===== config.mk =====
export PLATFORM = sky130hd
export DESIGN_NAME = nmea_line_framer_queue_unit_flat
export DESIGN_NICKNAME = d
export VERILOG_FILES = /design/src/design/nlfq_pkg.sv /design/src/design/nlfq_in_if.sv /design/src/design/nlfq_out_if.sv /design/src/design/nlfq_ram.sv /design/src/design/nlfq_front.sv /design/src/design/nlfq_cmd_fifo.sv /design/src/design/nlfq_back.sv /design/src/design/nmea_line_framer_queue_unit.sv /design/src/flat_wrapper.sv
export SDC_FILE = /design/constraint.sdc
export NUM_CORES = 2
export LEC_CHECK = 0
export ABC_CLOCK_PERIOD_IN_PS = 9700
export BUFFER_PORTS_ARGS = -buffer_cell sky130_fd_sc_hd__buf_2
export CAP_MARGIN = 20
export CORE_MARGIN = 3
export CORE_UTILIZATION = 63
export DETAILED_ROUTE_END_ITERATION = 8
export PLACE_DENSITY = 0.76
export SLEW_MARGIN = 0
export SYNTH_ARGS = -nofsm -noshare
export SYNTH_HDL_FRONTEND = slang
export SYNTH_MEMORY_MAX_BITS = 65536
export SYNTH_SLANG_ARGS = --single-unit

===== constraint.sdc =====
create_clock -name clk -period 9.7 [get_ports clk]
set_clock_uncertainty 0.05 [all_clocks]
set_input_delay 0.97 -clock clk [delete_from_list [all_inputs] [get_ports clk]]
set_output_delay 0.97 -clock clk [all_outputs]
set_load 0.01 [all_outputs]

===== src/design/nlfq_pkg.sv =====
// Shared types, codes and constants of the line framer queue.
// No dependencies; used by the interfaces, front, queue, back, top level and checker.
package nlfq_pkg;

    // Default sizes, handed to the top level parameters.
    localparam int unsigned LINE_BYTES_DEF  = 64;
    localparam int unsigned QUEUE_DEPTH_DEF = 8;

    // Depth of the queue between the front and the back.
    localparam int unsigned CMD_FIFO_DEPTH = 2;

    // Field widths of the channels.
    localparam int unsigned REQ_W    = 2;
    localparam int unsigned CHAR_W   = 8;
    localparam int unsigned MODE_W   = 2;
    localparam int unsigned IDX_W    = 4;
    localparam int unsigned MAXL_W   = 7;
    localparam int unsigned STATUS_W = 2;
    localparam int unsigned SLOT_W   = 3;

    // Request codes.
    localparam logic [REQ_W-1:0] REQ_BYTE = 2'd0;
    localparam logic [REQ_W-1:0] REQ_POP  = 2'd1;
    localparam logic [REQ_W-1:0] REQ_PEEK = 2'd2;

    // Peek addressing modes.
    localparam logic [MODE_W-1:0] PM_ABS  = 2'd0;
    localparam logic [MODE_W-1:0] PM_HEAD = 2'd1;
    localparam logic [MODE_W-1:0] PM_TAIL = 2'd2;

    // Characters the framer reacts to.
    localparam logic [CHAR_W-1:0] CH_CR     = 8'h0D;
    localparam logic [CHAR_W-1:0] CH_LF     = 8'h0A;
    localparam logic [CHAR_W-1:0] CH_SPACE  = 8'h20;
    localparam logic [CHAR_W-1:0] CH_TAB    = 8'h09;
    localparam logic [CHAR_W-1:0] CH_VTAB   = 8'h0B;
    localparam logic [CHAR_W-1:0] CH_FFEED  = 8'h0C;
    localparam logic [CHAR_W-1:0] CH_DOLLAR = 8'h24;
    localparam logic [CHAR_W-1:0] CH_BANG   = 8'h21;
    localparam logic [CHAR_W-1:0] CH_V      = 8'h56;
    localparam logic [CHAR_W-1:0] CH_T      = 8'h54;
    localparam logic [CHAR_W-1:0] CH_G      = 8'h47;

    // Sentence check: offsets of the start, talker and type characters, and the longest length rejected.
    localparam int unsigned VTG_OFS_START  = 0;
    localparam int unsigned VTG_OFS_SECOND = 1;
    localparam int unsigned VTG_OFS_V      = 3;
    localparam int unsigned VTG_OFS_T      = 4;
    localparam int unsigned VTG_OFS_G      = 5;
    localparam int unsigned VTG_MIN_LEN    = 6;

    // Classified operation passed from the front to the back.
    typedef enum logic [2:0] {
        OP_CHAR,
        OP_EOL,
        OP_POP,
        OP_PEEK,
        OP_BAD_PEEK
    } op_t;

    typedef struct packed {
        op_t               op;
        logic [CHAR_W-1:0] data;
        logic              is_space;
        logic [MODE_W-1:0] peek_mode;
        logic [IDX_W-1:0]  peek_index;
        logic [MAXL_W-1:0] max_len;
    } cmd_t;

    // A command together with its valid flag, used on both sides of the queue.
    typedef struct packed {
        logic vld;
        cmd_t cmd;
    } cmd_xfer_t;

    // Result status codes.
    typedef enum logic [STATUS_W-1:0] {
        RS_CHAR     = 2'd0,
        RS_EMPTY    = 2'd1,
        RS_BAD_SLOT = 2'd2
    } status_t;

    typedef struct packed {
        status_t           status;
        logic [CHAR_W-1:0] out_char;
        logic              last;
        logic              is_vtg;
        logic [SLOT_W-1:0] slot_number;
        logic [SLOT_W-1:0] head_slot;
        logic [SLOT_W-1:0] tail_slot;
    } rsp_t;

    // Back end sequencer states.
    typedef enum logic [2:0] {
        BK_IDLE,
        BK_COPY,
        BK_LEN,
        BK_FETCH,
        BK_EMIT
    } back_state_t;

endpackage


===== src/design/nlfq_in_if.sv =====
// Request channel of the line framer queue: valid, ready and request fields.
// Depends on nlfq_pkg for the field widths.
interface nlfq_in_if;
    logic                           valid;
    logic                           ready;
    logic [nlfq_pkg::REQ_W-1:0]     req_type;
    logic [nlfq_pkg::CHAR_W-1:0]    rx_byte;
    logic [nlfq_pkg::MODE_W-1:0]    peek_mode;
    logic [nlfq_pkg::IDX_W-1:0]     peek_index;
    logic [nlfq_pkg::MAXL_W-1:0]    peek_max_len;

    modport source (
        output valid, req_type, rx_byte, peek_mode, peek_index, peek_max_len,
        input  ready
    );

    modport sink (
        input  valid, req_type, rx_byte, peek_mode, peek_index, peek_max_len,
        output ready
    );
endinterface


===== src/design/nlfq_out_if.sv =====
// Result channel of the line framer queue: valid, ready and result fields.
// Depends on nlfq_pkg for the field widths.
interface nlfq_out_if;
    logic                           valid;
    logic                           ready;
    logic [nlfq_pkg::STATUS_W-1:0]  status;
    logic [nlfq_pkg::CHAR_W-1:0]    out_char;
    logic                           last;
    logic                           is_vtg;
    logic [nlfq_pkg::SLOT_W-1:0]    slot_number;
    logic [nlfq_pkg::SLOT_W-1:0]    head_slot;
    logic [nlfq_pkg::SLOT_W-1:0]    tail_slot;

    modport source (
        output valid, status, out_char, last, is_vtg, slot_number, head_slot, tail_slot,
        input  ready
    );

    modport sink (
        input  valid, status, out_char, last, is_vtg, slot_number, head_slot, tail_slot,
        output ready
    );
endinterface


===== src/design/nlfq_ram.sv =====
// Generic simple dual-port RAM: one write port, one read port, registered read.
// No dependencies.
module nlfq_ram #(
    parameter int unsigned WIDTH = 8,
    parameter int unsigned DEPTH = 64
) (
    input  logic                     clk,
    input  logic                     we,
    input  logic [$clog2(DEPTH)-1:0] waddr,
    input  logic [WIDTH-1:0]         wdata,
    input  logic                     re,
    input  logic [$clog2(DEPTH)-1:0] raddr,
    output logic [WIDTH-1:0]         rdata
);

    logic [WIDTH-1:0] mem_reg [DEPTH];
    logic [WIDTH-1:0] rdata_reg;

    // Write port.
    always_ff @(posedge clk)
    begin
        if (we)
        begin
            mem_reg[waddr] <= wdata;
        end
    end

    // Read port; the data holds until the next read.
    always_ff @(posedge clk)
    begin
        if (re)
        begin
            rdata_reg <= mem_reg[raddr];
        end
    end

    assign rdata = rdata_reg;

endmodule


===== src/design/nlfq_front.sv =====
// Front end: accepts request items, classifies them and clamps their fields.
// Depends on nlfq_pkg and nlfq_in_if.
module nlfq_front #(
    parameter int unsigned LINE_BYTES  = nlfq_pkg::LINE_BYTES_DEF,
    parameter int unsigned QUEUE_DEPTH = nlfq_pkg::QUEUE_DEPTH_DEF
) (
    nlfq_in_if.sink              cmd,
    input  logic                 full,
    output nlfq_pkg::cmd_xfer_t  push
);

    nlfq_pkg::cmd_t c;
    logic           keep;

    // Classify the request and tidy its fields for the back end.
    always_comb
    begin
        c            = '0;
        keep         = 1'b1;
        c.data       = cmd.rx_byte;
        c.peek_mode  = cmd.peek_mode;
        c.peek_index = cmd.peek_index;
        c.is_space   = (cmd.rx_byte == nlfq_pkg::CH_SPACE) ||
                       (cmd.rx_byte == nlfq_pkg::CH_TAB)   ||
                       (cmd.rx_byte == nlfq_pkg::CH_VTAB)  ||
                       (cmd.rx_byte == nlfq_pkg::CH_FFEED);

        // A peek length of zero means one; the length never exceeds a line.
        if (cmd.peek_max_len == '0)
        begin
            c.max_len = nlfq_pkg::MAXL_W'(1);
        end
        else if (cmd.peek_max_len > nlfq_pkg::MAXL_W'(LINE_BYTES))
        begin
            c.max_len = nlfq_pkg::MAXL_W'(LINE_BYTES);
        end
        else
        begin
            c.max_len = cmd.peek_max_len;
        end

        case (cmd.req_type)
            nlfq_pkg::REQ_BYTE:
            begin
                if ((cmd.rx_byte == nlfq_pkg::CH_CR) || (cmd.rx_byte == nlfq_pkg::CH_LF))
                begin
                    c.op = nlfq_pkg::OP_EOL;
                end
                else
                begin
                    c.op = nlfq_pkg::OP_CHAR;
                end
            end
            nlfq_pkg::REQ_POP:
            begin
                c.op = nlfq_pkg::OP_POP;
            end
            nlfq_pkg::REQ_PEEK:
            begin
                case (cmd.peek_mode)
                    nlfq_pkg::PM_ABS:
                    begin
                        if (7'(cmd.peek_index) >= 7'(QUEUE_DEPTH))
                        begin
                            c.op = nlfq_pkg::OP_BAD_PEEK;
                        end
                        else
                        begin
                            c.op = nlfq_pkg::OP_PEEK;
                        end
                    end
                    nlfq_pkg::PM_HEAD,
                    nlfq_pkg::PM_TAIL:
                    begin
                        c.op = nlfq_pkg::OP_PEEK;
                    end
                    default:
                    begin
                        c.op = nlfq_pkg::OP_BAD_PEEK;
                    end
                endcase
            end
            default:
            begin
                // Unknown request: taken and dropped.
                keep = 1'b0;
            end
        endcase
    end

    assign cmd.ready = !full;
    assign push.vld  = cmd.valid && !full && keep;
    assign push.cmd  = c;

endmodule


===== src/design/nlfq_cmd_fifo.sv =====
// Short command queue between the front and the back end.
// Depends on nlfq_pkg for the command type and depth.
module nlfq_cmd_fifo (
    input  logic                 clk,
    input  logic                 rst_n,
    input  nlfq_pkg::cmd_xfer_t  push,
    output logic                 full,
    input  logic                 pop,
    output nlfq_pkg::cmd_xfer_t  head
);

    localparam int unsigned DEPTH = nlfq_pkg::CMD_FIFO_DEPTH;
    localparam int unsigned PW    = $clog2(DEPTH);
    localparam logic [PW-1:0] PTR_LAST = PW'(DEPTH - 1);

    nlfq_pkg::cmd_t entries_reg [DEPTH];
    logic [PW-1:0]  wr_ptr_reg, wr_ptr_next;
    logic [PW-1:0]  rd_ptr_reg, rd_ptr_next;
    logic [PW:0]    count_reg, count_next;
    logic           do_push, do_pop;

    assign full     = (count_reg == (PW+1)'(DEPTH));
    assign do_push  = push.vld && !full;
    assign do_pop   = pop && (count_reg != '0);
    assign head.vld = (count_reg != '0);
    assign head.cmd = entries_reg[rd_ptr_reg];

    // Pointer and fill count update.
    always_comb
    begin
        wr_ptr_next = wr_ptr_reg;
        rd_ptr_next = rd_ptr_reg;
        count_next  = count_reg;
        if (do_push)
        begin
            wr_ptr_next = (wr_ptr_reg == PTR_LAST) ? '0 : wr_ptr_reg + PW'(1);
        end
        if (do_pop)
        begin
            rd_ptr_next = (rd_ptr_reg == PTR_LAST) ? '0 : rd_ptr_reg + PW'(1);
        end
        if (do_push && !do_pop)
        begin
            count_next = count_reg + (PW+1)'(1);
        end
        else if (do_pop && !do_push)
        begin
            count_next = count_reg - (PW+1)'(1);
        end
    end

    always_ff @(posedge clk or negedge rst_n)
    begin
        if (!rst_n)
        begin
            wr_ptr_reg <= '0;
            rd_ptr_reg <= '0;
            count_reg  <= '0;
        end
        else
        begin
            wr_ptr_reg <= wr_ptr_next;
            rd_ptr_reg <= rd_ptr_next;
            count_reg  <= count_next;
        end
    end

    // Entry storage needs no reset.
    always_ff @(posedge clk)
    begin
        if (do_push)
        begin
            entries_reg[wr_ptr_reg] <= push.cmd;
        end
    end

endmodule


===== src/design/nlfq_back.sv =====
// Back end: owns the line buffer, the message ring and the result register.
// Depends on nlfq_pkg, nlfq_out_if and nlfq_ram.
module nlfq_back #(
    parameter int unsigned LINE_BYTES  = nlfq_pkg::LINE_BYTES_DEF,
    parameter int unsigned QUEUE_DEPTH = nlfq_pkg::QUEUE_DEPTH_DEF
) (
    input  logic                 clk,
    input  logic                 rst_n,
    input  nlfq_pkg::cmd_xfer_t  head,
    output logic                 deq,
    nlfq_out_if.source           rsp
);

    localparam int unsigned LW   = $clog2(LINE_BYTES);
    localparam int unsigned SW   = $clog2(QUEUE_DEPTH);
    localparam int unsigned LENW = LW + 1;
    localparam logic [LW-1:0] FILL_LAST = LW'(LINE_BYTES - 1);
    localparam logic [SW-1:0] SLOT_LAST = SW'(QUEUE_DEPTH - 1);

    // Next slot round the ring.
    function automatic logic [SW-1:0] slot_inc(input logic [SW-1:0] s);
        return (s == SLOT_LAST) ? '0 : s + SW'(1);
    endfunction

    // Reduction modulo the ring depth of a value below sixteen times the depth.
    function automatic logic [7:0] mod_depth(input logic [7:0] v);
        logic [7:0] r;
        r = v;
        for (int k = 3; k >= 0; k--)
        begin
            if (int'(r) >= int'(QUEUE_DEPTH << k))
            begin
                r = r - 8'(QUEUE_DEPTH << k);
            end
        end
        return r;
    endfunction

    nlfq_pkg::back_state_t state_reg, state_next;

    logic [LW-1:0]          line_fill_reg, line_fill_next;
    logic [SW-1:0]          rs_reg, rs_next;
    logic [SW-1:0]          ws_reg, ws_next;
    logic [QUEUE_DEPTH-1:0] len_valid_reg, len_valid_next;
    logic [LW-1:0]          cnt_reg, cnt_next;
    logic                   wr_vld_reg, wr_vld_next;
    logic [LW-1:0]          wr_off_reg, wr_off_next;
    logic [7:0]             c0_reg, c0_next;
    logic                   vtg_ok_reg, vtg_ok_next;
    logic [SW-1:0]          slot_reg, slot_next;
    logic                   is_pop_reg, is_pop_next;
    logic [LW:0]            max_len_reg, max_len_next;
    logic [LW-1:0]          len_reg, len_next;
    logic                   vtg_reg, vtg_next;
    logic [LW:0]            count_reg, count_next;
    logic                   out_vld_reg, out_vld_next;
    nlfq_pkg::rsp_t         out_reg, out_next;

    logic                line_we, line_re;
    logic [7:0]          line_rdata;
    logic                store_we, store_re;
    logic [7:0]          store_rdata;
    logic                len_we, len_re;
    logic [SW-1:0]       len_raddr;
    logic [LENW-1:0]     len_wdata, len_rdata;

    logic                out_free;
    logic                is_last;
    logic                copy_done;
    logic [SW-1:0]       peek_slot;
    logic [7:0]          tail_sum;
    logic                ok_v;
    logic [LENW-1:0]     len_word;
    logic [LW:0]         total;

    assign out_free  = !out_vld_reg || rsp.ready;
    assign is_last   = ((LW+1)'(cnt_reg) + (LW+1)'(1)) == count_reg;
    assign copy_done = (cnt_reg == line_fill_reg);

    // Slot addressed by a peek, from the absolute index, the head or the tail.
    always_comb
    begin
        tail_sum = 8'(ws_reg) + 8'(QUEUE_DEPTH) - mod_depth(8'(head.cmd.peek_index));
        if (tail_sum >= 8'(QUEUE_DEPTH))
        begin
            tail_sum = tail_sum - 8'(QUEUE_DEPTH);
        end
        case (head.cmd.peek_mode)
            nlfq_pkg::PM_ABS:
            begin
                peek_slot = SW'(head.cmd.peek_index);
            end
            nlfq_pkg::PM_HEAD:
            begin
                peek_slot = SW'(mod_depth(8'(rs_reg) + 8'(head.cmd.peek_index)));
            end
            nlfq_pkg::PM_TAIL:
            begin
                peek_slot = SW'(tail_sum);
            end
            default:
            begin
                peek_slot = '0;
            end
        endcase
    end

    // Next state of the sequencer.
    always_comb
    begin
        state_next = state_reg;
        case (state_reg)
            nlfq_pkg::BK_IDLE:
            begin
                if (head.vld)
                begin
                    case (head.cmd.op)
                        nlfq_pkg::OP_EOL:
                        begin
                            state_next = nlfq_pkg::BK_COPY;
                        end
                        nlfq_pkg::OP_POP:
                        begin
                            if (rs_reg != ws_reg)
                            begin
                                state_next = nlfq_pkg::BK_LEN;
                            end
                        end
                        nlfq_pkg::OP_PEEK:
                        begin
                            state_next = nlfq_pkg::BK_LEN;
                        end
                        default:
                        begin
                            state_next = nlfq_pkg::BK_IDLE;
                        end
                    endcase
                end
            end
            nlfq_pkg::BK_COPY:
            begin
                if (copy_done)
                begin
                    state_next = nlfq_pkg::BK_IDLE;
                end
            end
            nlfq_pkg::BK_LEN:
            begin
                state_next = nlfq_pkg::BK_FETCH;
            end
            nlfq_pkg::BK_FETCH:
            begin
                state_next = nlfq_pkg::BK_EMIT;
            end
            nlfq_pkg::BK_EMIT:
            begin
                if (out_free)
                begin
                    state_next = is_last ? nlfq_pkg::BK_IDLE : nlfq_pkg::BK_FETCH;
                end
            end
            default:
            begin
                state_next = nlfq_pkg::BK_IDLE;
            end
        endcase
    end

    // Datapath, memory controls and the result register.
    always_comb
    begin
        line_fill_next = line_fill_reg;
        rs_next        = rs_reg;
        ws_next        = ws_reg;
        len_valid_next = len_valid_reg;
        cnt_next       = cnt_reg;
        wr_vld_next    = 1'b0;
        wr_off_next    = wr_off_reg;
        c0_next        = c0_reg;
        vtg_ok_next    = vtg_ok_reg;
        slot_next      = slot_reg;
        is_pop_next    = is_pop_reg;
        max_len_next   = max_len_reg;
        len_next       = len_reg;
        vtg_next       = vtg_reg;
        count_next     = count_reg;
        out_vld_next   = out_vld_reg && !rsp.ready;
        out_next       = out_reg;
        deq            = 1'b0;
        line_we        = 1'b0;
        line_re        = 1'b0;
        store_we       = 1'b0;
        store_re       = 1'b0;
        len_we         = 1'b0;
        len_re         = 1'b0;
        len_raddr      = rs_reg;
        ok_v           = vtg_ok_reg;
        len_word       = '0;
        total          = '0;
        len_wdata      = '0;

        case (state_reg)
            nlfq_pkg::BK_IDLE:
            begin
                if (head.vld)
                begin
                    case (head.cmd.op)
                        nlfq_pkg::OP_CHAR:
                        begin
                            // Leading whitespace is skipped; a full line is thrown away.
                            deq = 1'b1;
                            if ((line_fill_reg != '0) || !head.cmd.is_space)
                            begin
                                line_we        = 1'b1;
                                line_fill_next = (line_fill_reg == FILL_LAST) ? '0 :
                                                 line_fill_reg + LW'(1);
                            end
                        end
                        nlfq_pkg::OP_EOL:
                        begin
                            // Drop the oldest message when the ring is full.
                            deq = 1'b1;
                            if (slot_inc(ws_reg) == rs_reg)
                            begin
                                rs_next = slot_inc(rs_reg);
                            end
                            cnt_next    = '0;
                            vtg_ok_next = 1'b0;
                        end
                        nlfq_pkg::OP_POP:
                        begin
                            if (rs_reg == ws_reg)
                            begin
                                if (out_free)
                                begin
                                    deq                  = 1'b1;
                                    out_vld_next         = 1'b1;
                                    out_next.status      = nlfq_pkg::RS_EMPTY;
                                    out_next.out_char    = '0;
                                    out_next.last        = 1'b1;
                                    out_next.is_vtg      = 1'b0;
                                    out_next.slot_number = '0;
                                    out_next.head_slot   = nlfq_pkg::SLOT_W'(rs_reg);
                                    out_next.tail_slot   = nlfq_pkg::SLOT_W'(ws_reg);
                                end
                            end
                            else
                            begin
                                deq         = 1'b1;
                                len_re      = 1'b1;
                                len_raddr   = rs_reg;
                                slot_next   = rs_reg;
                                rs_next     = slot_inc(rs_reg);
                                is_pop_next = 1'b1;
                            end
                        end
                        nlfq_pkg::OP_PEEK:
                        begin
                            deq          = 1'b1;
                            len_re       = 1'b1;
                            len_raddr    = peek_slot;
                            slot_next    = peek_slot;
                            is_pop_next  = 1'b0;
                            max_len_next = (LW+1)'(head.cmd.max_len);
                        end
                        nlfq_pkg::OP_BAD_PEEK:
                        begin
                            if (out_free)
                            begin
                                deq                  = 1'b1;
                                out_vld_next         = 1'b1;
                                out_next.status      = nlfq_pkg::RS_BAD_SLOT;
                                out_next.out_char    = '0;
                                out_next.last        = 1'b1;
                                out_next.is_vtg      = 1'b0;
                                out_next.slot_number = '0;
                                out_next.head_slot   = nlfq_pkg::SLOT_W'(rs_reg);
                                out_next.tail_slot   = nlfq_pkg::SLOT_W'(ws_reg);
                            end
                        end
                        default:
                        begin
                            deq = 1'b1;
                        end
                    endcase
                end
            end
            nlfq_pkg::BK_COPY:
            begin
                // Line buffer read, then the ring write of that character in the cycle after.
                line_re  = !copy_done;
                store_we = wr_vld_reg;

                // Sentence check on the characters as they are copied.
                if (wr_vld_reg)
                begin
                    if (wr_off_reg == LW'(nlfq_pkg::VTG_OFS_START))
                    begin
                        c0_next = line_rdata;
                        ok_v    = (line_rdata == nlfq_pkg::CH_DOLLAR) ||
                                  (line_rdata == nlfq_pkg::CH_BANG);
                    end
                    else if (wr_off_reg == LW'(nlfq_pkg::VTG_OFS_SECOND))
                    begin
                        ok_v = vtg_ok_reg && (line_rdata != c0_reg);
                    end
                    else if (wr_off_reg == LW'(nlfq_pkg::VTG_OFS_V))
                    begin
                        ok_v = vtg_ok_reg && (line_rdata == nlfq_pkg::CH_V);
                    end
                    else if (wr_off_reg == LW'(nlfq_pkg::VTG_OFS_T))
                    begin
                        ok_v = vtg_ok_reg && (line_rdata == nlfq_pkg::CH_T);
                    end
                    else if (wr_off_reg == LW'(nlfq_pkg::VTG_OFS_G))
                    begin
                        ok_v = vtg_ok_reg && (line_rdata == nlfq_pkg::CH_G);
                    end
                end
                vtg_ok_next = ok_v;

                if (!copy_done)
                begin
                    wr_vld_next = 1'b1;
                    wr_off_next = cnt_reg;
                    cnt_next    = cnt_reg + LW'(1);
                end
                else
                begin
                    // Last write lands now: commit length, flag and write slot.
                    len_we                 = 1'b1;
                    len_wdata              = {ok_v && (line_fill_reg > LW'(nlfq_pkg::VTG_MIN_LEN)),
                                              line_fill_reg};
                    len_valid_next[ws_reg] = 1'b1;
                    ws_next                = slot_inc(ws_reg);
                    line_fill_next         = '0;
                end
            end
            nlfq_pkg::BK_LEN:
            begin
                // Slots never written read as empty messages.
                len_word   = len_valid_reg[slot_reg] ? len_rdata : '0;
                len_next   = len_word[LW-1:0];
                vtg_next   = is_pop_reg && len_word[LW];
                total      = (LW+1)'(len_word[LW-1:0]) + (LW+1)'(1);
                count_next = (!is_pop_reg && (total > max_len_reg)) ? max_len_reg : total;
                cnt_next   = '0;
            end
            nlfq_pkg::BK_FETCH:
            begin
                store_re = 1'b1;
            end
            nlfq_pkg::BK_EMIT:
            begin
                if (out_free)
                begin
                    out_vld_next         = 1'b1;
                    out_next.status      = nlfq_pkg::RS_CHAR;
                    out_next.out_char    = (cnt_reg < len_reg) ? store_rdata : '0;
                    out_next.last        = is_last;
                    out_next.is_vtg      = vtg_reg;
                    out_next.slot_number = nlfq_pkg::SLOT_W'(slot_reg);
                    out_next.head_slot   = nlfq_pkg::SLOT_W'(rs_reg);
                    out_next.tail_slot   = nlfq_pkg::SLOT_W'(ws_reg);
                    if (!is_last)
                    begin
                        cnt_next = cnt_reg + LW'(1);
                    end
                end
            end
            default:
            begin
                deq = 1'b0;
            end
        endcase
    end

    // Control state.
    always_ff @(posedge clk or negedge rst_n)
    begin
        if (!rst_n)
        begin
            state_reg     <= nlfq_pkg::BK_IDLE;
            line_fill_reg <= '0;
            rs_reg        <= '0;
            ws_reg        <= '0;
            len_valid_reg <= '0;
            wr_vld_reg    <= 1'b0;
            out_vld_reg   <= 1'b0;
        end
        else
        begin
            state_reg     <= state_next;
            line_fill_reg <= line_fill_next;
            rs_reg        <= rs_next;
            ws_reg        <= ws_next;
            len_valid_reg <= len_valid_next;
            wr_vld_reg    <= wr_vld_next;
            out_vld_reg   <= out_vld_next;
        end
    end

    // Payload registers.
    always_ff @(posedge clk)
    begin
        cnt_reg     <= cnt_next;
        wr_off_reg  <= wr_off_next;
        c0_reg      <= c0_next;
        vtg_ok_reg  <= vtg_ok_next;
        slot_reg    <= slot_next;
        is_pop_reg  <= is_pop_next;
        max_len_reg <= max_len_next;
        len_reg     <= len_next;
        vtg_reg     <= vtg_next;
        count_reg   <= count_next;
        out_reg     <= out_next;
    end

    // Line under construction.
    nlfq_ram #(
        .WIDTH (8),
        .DEPTH (LINE_BYTES)
    ) u_line_ram (
        .clk   (clk),
        .we    (line_we),
        .waddr (line_fill_reg),
        .wdata (head.cmd.data),
        .re    (line_re),
        .raddr (cnt_reg),
        .rdata (line_rdata)
    );

    // Message ring, one row of 2**LW characters per slot.
    nlfq_ram #(
        .WIDTH (8),
        .DEPTH (QUEUE_DEPTH << LW)
    ) u_store_ram (
        .clk   (clk),
        .we    (store_we),
        .waddr ({ws_reg, wr_off_reg}),
        .wdata (line_rdata),
        .re    (store_re),
        .raddr ({slot_reg, cnt_reg}),
        .rdata (store_rdata)
    );

    // Per-slot length and sentence flag.
    nlfq_ram #(
        .WIDTH (LENW),
        .DEPTH (QUEUE_DEPTH)
    ) u_len_ram (
        .clk   (clk),
        .we    (len_we),
        .waddr (ws_reg),
        .wdata (len_wdata),
        .re    (len_re),
        .raddr (len_raddr),
        .rdata (len_rdata)
    );

    assign rsp.valid       = out_vld_reg;
    assign rsp.status      = out_reg.status;
    assign rsp.out_char    = out_reg.out_char;
    assign rsp.last        = out_reg.last;
    assign rsp.is_vtg      = out_reg.is_vtg;
    assign rsp.slot_number = out_reg.slot_number;
    assign rsp.head_slot   = out_reg.head_slot;
    assign rsp.tail_slot   = out_reg.tail_slot;

endmodule


===== src/design/nmea_line_framer_queue_unit.sv =====
// Top level of the line framer queue: front end, command queue and back end.
// Depends on nlfq_pkg, nlfq_in_if, nlfq_out_if, nlfq_front, nlfq_cmd_fifo, nlfq_back.
//
//   Channel   Direction   Item
//   cmd       in          received byte, pop request or peek request
//   rsp       out         one message character, or one status result
//
// An end of line copies the line from the line buffer into the ring over one memory port.
// A pop or peek reads the slot length, then per character a ring read and then the result
// register. Up to two requests wait in the queue between front and back.
// Reset clears pointers and per-slot valid bits at once; there is no clearing pass.
// A stalled result channel holds the back end, while the front keeps filling the queue.
module nmea_line_framer_queue_unit #(
    parameter int unsigned LINE_BYTES  = nlfq_pkg::LINE_BYTES_DEF,
    parameter int unsigned QUEUE_DEPTH = nlfq_pkg::QUEUE_DEPTH_DEF
) (
    input  logic        clk,
    input  logic        rst_n,
    nlfq_in_if.sink     cmd,
    nlfq_out_if.source  rsp
);

    nlfq_pkg::cmd_xfer_t push;
    nlfq_pkg::cmd_xfer_t head;
    logic                full;
    logic                deq;

    // Classification of incoming items.
    nlfq_front #(
        .LINE_BYTES  (LINE_BYTES),
        .QUEUE_DEPTH (QUEUE_DEPTH)
    ) u_front (
        .cmd  (cmd),
        .full (full),
        .push (push)
    );

    // Queue decoupling the two halves.
    nlfq_cmd_fifo u_cmd_fifo (
        .clk   (clk),
        .rst_n (rst_n),
        .push  (push),
        .full  (full),
        .pop   (deq),
        .head  (head)
    );

    // Line building, ring management and result generation.
    nlfq_back #(
        .LINE_BYTES  (LINE_BYTES),
        .QUEUE_DEPTH (QUEUE_DEPTH)
    ) u_back (
        .clk   (clk),
        .rst_n (rst_n),
        .head  (head),
        .deq   (deq),
        .rsp   (rsp)
    );

endmodule


===== src/flat_wrapper.sv =====
// flat-port wrapper written by rule: the top's interface ports become plain ports
module nmea_line_framer_queue_unit_flat 
#(
    parameter int unsigned LINE_BYTES  = nlfq_pkg::LINE_BYTES_DEF,
    parameter int unsigned QUEUE_DEPTH = nlfq_pkg::QUEUE_DEPTH_DEF
)
  (clk, rst_n, cmd_valid, cmd_req_type, cmd_rx_byte, cmd_peek_mode, cmd_peek_index, cmd_peek_max_len, cmd_ready, rsp_valid, rsp_status, rsp_out_char, rsp_last, rsp_is_vtg, rsp_slot_number, rsp_head_slot, rsp_tail_slot, rsp_ready);
  nlfq_in_if cmd_i ();
  nlfq_out_if rsp_i ();
  input  logic clk;
  input  logic rst_n;
  input wire logic [$bits(cmd_i.valid)-1:0] cmd_valid;
  input wire logic [$bits(cmd_i.req_type)-1:0] cmd_req_type;
  input wire logic [$bits(cmd_i.rx_byte)-1:0] cmd_rx_byte;
  input wire logic [$bits(cmd_i.peek_mode)-1:0] cmd_peek_mode;
  input wire logic [$bits(cmd_i.peek_index)-1:0] cmd_peek_index;
  input wire logic [$bits(cmd_i.peek_max_len)-1:0] cmd_peek_max_len;
  output wire logic [$bits(cmd_i.ready)-1:0] cmd_ready;
  output wire logic [$bits(rsp_i.valid)-1:0] rsp_valid;
  output wire logic [$bits(rsp_i.status)-1:0] rsp_status;
  output wire logic [$bits(rsp_i.out_char)-1:0] rsp_out_char;
  output wire logic [$bits(rsp_i.last)-1:0] rsp_last;
  output wire logic [$bits(rsp_i.is_vtg)-1:0] rsp_is_vtg;
  output wire logic [$bits(rsp_i.slot_number)-1:0] rsp_slot_number;
  output wire logic [$bits(rsp_i.head_slot)-1:0] rsp_head_slot;
  output wire logic [$bits(rsp_i.tail_slot)-1:0] rsp_tail_slot;
  input wire logic [$bits(rsp_i.ready)-1:0] rsp_ready;
  assign cmd_i.valid = cmd_valid;
  assign cmd_i.req_type = cmd_req_type;
  assign cmd_i.rx_byte = cmd_rx_byte;
  assign cmd_i.peek_mode = cmd_peek_mode;
  assign cmd_i.peek_index = cmd_peek_index;
  assign cmd_i.peek_max_len = cmd_peek_max_len;
  assign cmd_ready = cmd_i.ready;
  assign rsp_valid = rsp_i.valid;
  assign rsp_status = rsp_i.status;
  assign rsp_out_char = rsp_i.out_char;
  assign rsp_last = rsp_i.last;
  assign rsp_is_vtg = rsp_i.is_vtg;
  assign rsp_slot_number = rsp_i.slot_number;
  assign rsp_head_slot = rsp_i.head_slot;
  assign rsp_tail_slot = rsp_i.tail_slot;
  assign rsp_i.ready = rsp_ready;
  nmea_line_framer_queue_unit #(.LINE_BYTES(LINE_BYTES), .QUEUE_DEPTH(QUEUE_DEPTH)) u_core (.clk(clk), .rst_n(rst_n), .cmd(cmd_i), .rsp(rsp_i));
endmodule

==> flow_summary.toml <==
[timing]
finalCriticalPeriod_ns = 5.76
slew_headroom_pct = 16.5
tightest_slew_ns = 1.25
final_hold_viol_count = 0
rsz0062_at_grt = "no"
fin_crit_sh_pct = 59.4
setup-tns-final_ns = 0
slew_violations = 0
timing.fmax_mhz = 174
finalSetupViolations = 0

[placed_design]
gp_congestion = 0.913
dpl.hpwl_um = 273000
port_buffers = 49

[detailed_routing]
dr.pass1.iters = 7
via_per_inst = 7.07
drcViolationCount = 0
dr_total_vias = 98900
wl_um = 473000
initialDrtViolationCount = 15400
postRouteAntennaNets = 0
wl_per_cell_um = 33.8

[layout]
largest_reg_flops = 4096
area_growth_pct = 9.98
nFillCells = 17200
layout-drive-gt1-share_pct = 18.5
final_nets = 9704

[power_and_ir_drop]
leakagePower_uw = 0.0653
vdd_drop_max_v = 0.000357
power_density_nw_per_um2 = 301
finalPower_uw = 62700

[floorplanning]
die_height_um = 555
die_area_um2 = 307000
core-area_um2 = 298000
initial_core_util_pct = 63.6
rows = 200
die_w_um = 555
ioPinCount = 50

[worst_setup_path]
cp-startpoint = "u_core.u_back.cnt_reg[1]"
cp_max_fo = 68
worstPathBufferInverterCount = 2
cp-start-kind = "flip-flop"
max_stage_delay_ns = 0.93
cpMaxStageDelayCell = "nor4_1"
path_cells = "buf_4, nand2b_4, buf_4, o221ai_1, nor3_1, nor4_1, nand4_1, nor4_1, o2111a_1"
cp.required_ns = 10.48
worst-setup-path-type = "flip-flop to flip-flop"
crit_arrival_ns = 6.54
worstReg2RegStart = "u_core.u_back.cnt_reg[1]"
cp_top_family = "simple AND/OR/NAND/NOR gates"
worstSetupEndpointType = "flip-flop"

[cts]
clkSinkCount = 4831
cts_setup_buffers = 0
cts_tree = "yes"
path_clk_slew_ns = 0.06
htreeDepth = 5
insertion_delay_ns = 0.99
cts_root_buffer = "clkbuf_16"
cts_buffers = 458
cts_buffer_depth = 4

[synth]
syn_nets = 9587
synth-seq-cells = 4831
netlist_area_um2 = 190000
yosysMostFrequentCell = "edfxtp_1"
yosysSeqAreaShare_pct = 76.5
synthTopCellsByArea = "edfxtp_1, mux4_2, mux2i_1"
avgSynthCellArea_um2 = 19.9
ys_types = 78
synth_top_cell_by_area = "edfxtp_1"
synthDominantCellAreaShare_pct = 76.1
ys_warn_count = 0
synth-edff-count = 4802
ys_top_cells_by_count = "edfxtp_1, mux4_2, mux2i_1, nor2_1, o221ai_1"
synth-main-ff-cell = "edfxtp_1"
syn_inst = 9532
async_flop_share_pct = 0.600

[grt]
antenna_found_initial = 19
grt_pass1_wl_um = 684000
grt_pass1_vias = 97100
grt_overflow = 0
grtUsageTotal_pct = 30.6
grt_max_degree = 223

[run]
maxCapViolCount = 0

[run_status]
status = "completed"

[min_path]
min-delay-start = "cmd_peek_index[2]"
hold_class = "input port to flip-flop"
-- kinds of logic after synthesis --
group,synth area share [%]
xor+xnor,0.199
buf+inv,1.86
compound gates,3.87
simple gates,3.06
fa+ha+maj,0.193
mux,14.4
flops,76.5
-- path summary, 6_finish.rpt --
kind / to / slack, ns / cells after the start
max: u_core.u_back.u_store_ram.rdata[4] / 3.94 / 9
min in group asynchronous: u_core.u_cmd_fifo.count_reg[0] / 0.53 / 2
min reg2reg: u_core.u_back.len_valid_reg[5] / 0.42 / 1
max reg2reg: u_core.u_back.u_store_ram.rdata[4] / 3.94 / 9
max in group asynchronous: u_core.u_back.state_reg[2] / 8.60 / 2
min: u_core.u_cmd_fifo.entries_reg[0][9] / 0.15 / 1
-- per-layer routing --
layer	share of wire (%)	track usage [%]	up-vias	wire length [um]
li1	-	-	39700	-
met1	36	43.2	51000	172000
met2	47	47.2	6953	224000
met3	12	6.99	1143	55600
met4	4.5	12.1	4	21500
met5	0.0051	0	-	24
-- metrics by stage --
stage / cells / hold slack (ns) / util, % / instance area (um2) / worst slack [ns]
finish: 14000 / 0.148 / 69.9 / 208000 / 3.94
global route: 14000 / 0.117 / 69.9 / 208000 / 3.96
CTS: 14000 / 0.0836 / 69.8 / 208000 / 4.24
detailed placement: 13100 / 0.404 / 64.9 / 193000 / 4.30
global placement: 13100 / 0.396 / 64.8 / 193000 / 3.83
floorplan: 9532 / 0.384 / - / 190000 / 1.35
-- layout by cell type (no fill, tap or decap), types with 17 or more instances in the layout --
master     instances
inv_1             27
nor3_2            18
nand2_1          171
edfxtp_1        4802
nand3_1           62
o221ai_1         374
o21ai_0          129
a21oi_1          209
clkinv_1         114
buf_4            145
o22ai_1          168
dfrtp_1           29
diode_2           19
clkbuf_1          89
ha_1              26
mux4_2           837
nor2b_1           21
nor2_1           663
buf_12            32
clkbuf_16        460
bufinv_16         40
a211oi_1          29
xnor2_1           29
clkinv_2          98
and2_1            43
a22oi_1           37
mux2i_1          788
nor4_1            27
nand4_1           28
a22o_1            17
nor3_1           154
mux2_2            35
buf_2             56
-- worst register-to-register path, cell delays in order, from the launching register on --
cell      delay (ns)
edfxtp_1        0.43
buf_4           0.49
nand2b_4        0.72
buf_4           0.61
o221ai_1        0.71
nor3_1          0.22
nor4_1          0.93
nand4_1         0.52
nor4_1          0.68
o2111a_1        0.28
-- layout make-up --
cell class | count | area, um2 | area share (%)
Tap cell | 3939 | 4930 | 2.36
Antenna cell | 19 | 47.5 | 0.0228
Inverter | 31 | 126 | 0.0606
Clock inverter | 291 | 2810 | 1.35
Multi-Input combinational cell | 4081 | 41500 | 19.9
Clock buffer | 552 | 11900 | 5.70
Sequential cell | 4831 | 145000 | 69.5
Timing Repair Buffer | 246 | 2230 | 1.07
-- timing repair --
item,4_1_cts,5_1_grt
endpoints found under the setup margin,0,0
hold endpoints to repair,29,0
hold buffers,1,0
gates resized for setup,0,0
-- where the power goes --
| part | switching (uW) | total [uW] | leakage, uW | internal [uW] |
|---|---|---|---|---|
| clock network | 7720 | 17500 | 0.00718 | 9820 |
| registers | 258 | 26600 | 0.0436 | 26300 |
| logic | 12500 | 18600 | 0.0146 | 6080 |
| total | 20500 | 62700 | 0.0653 | 42200 |
No activity file was read; power rests on OpenSTA's default activity.
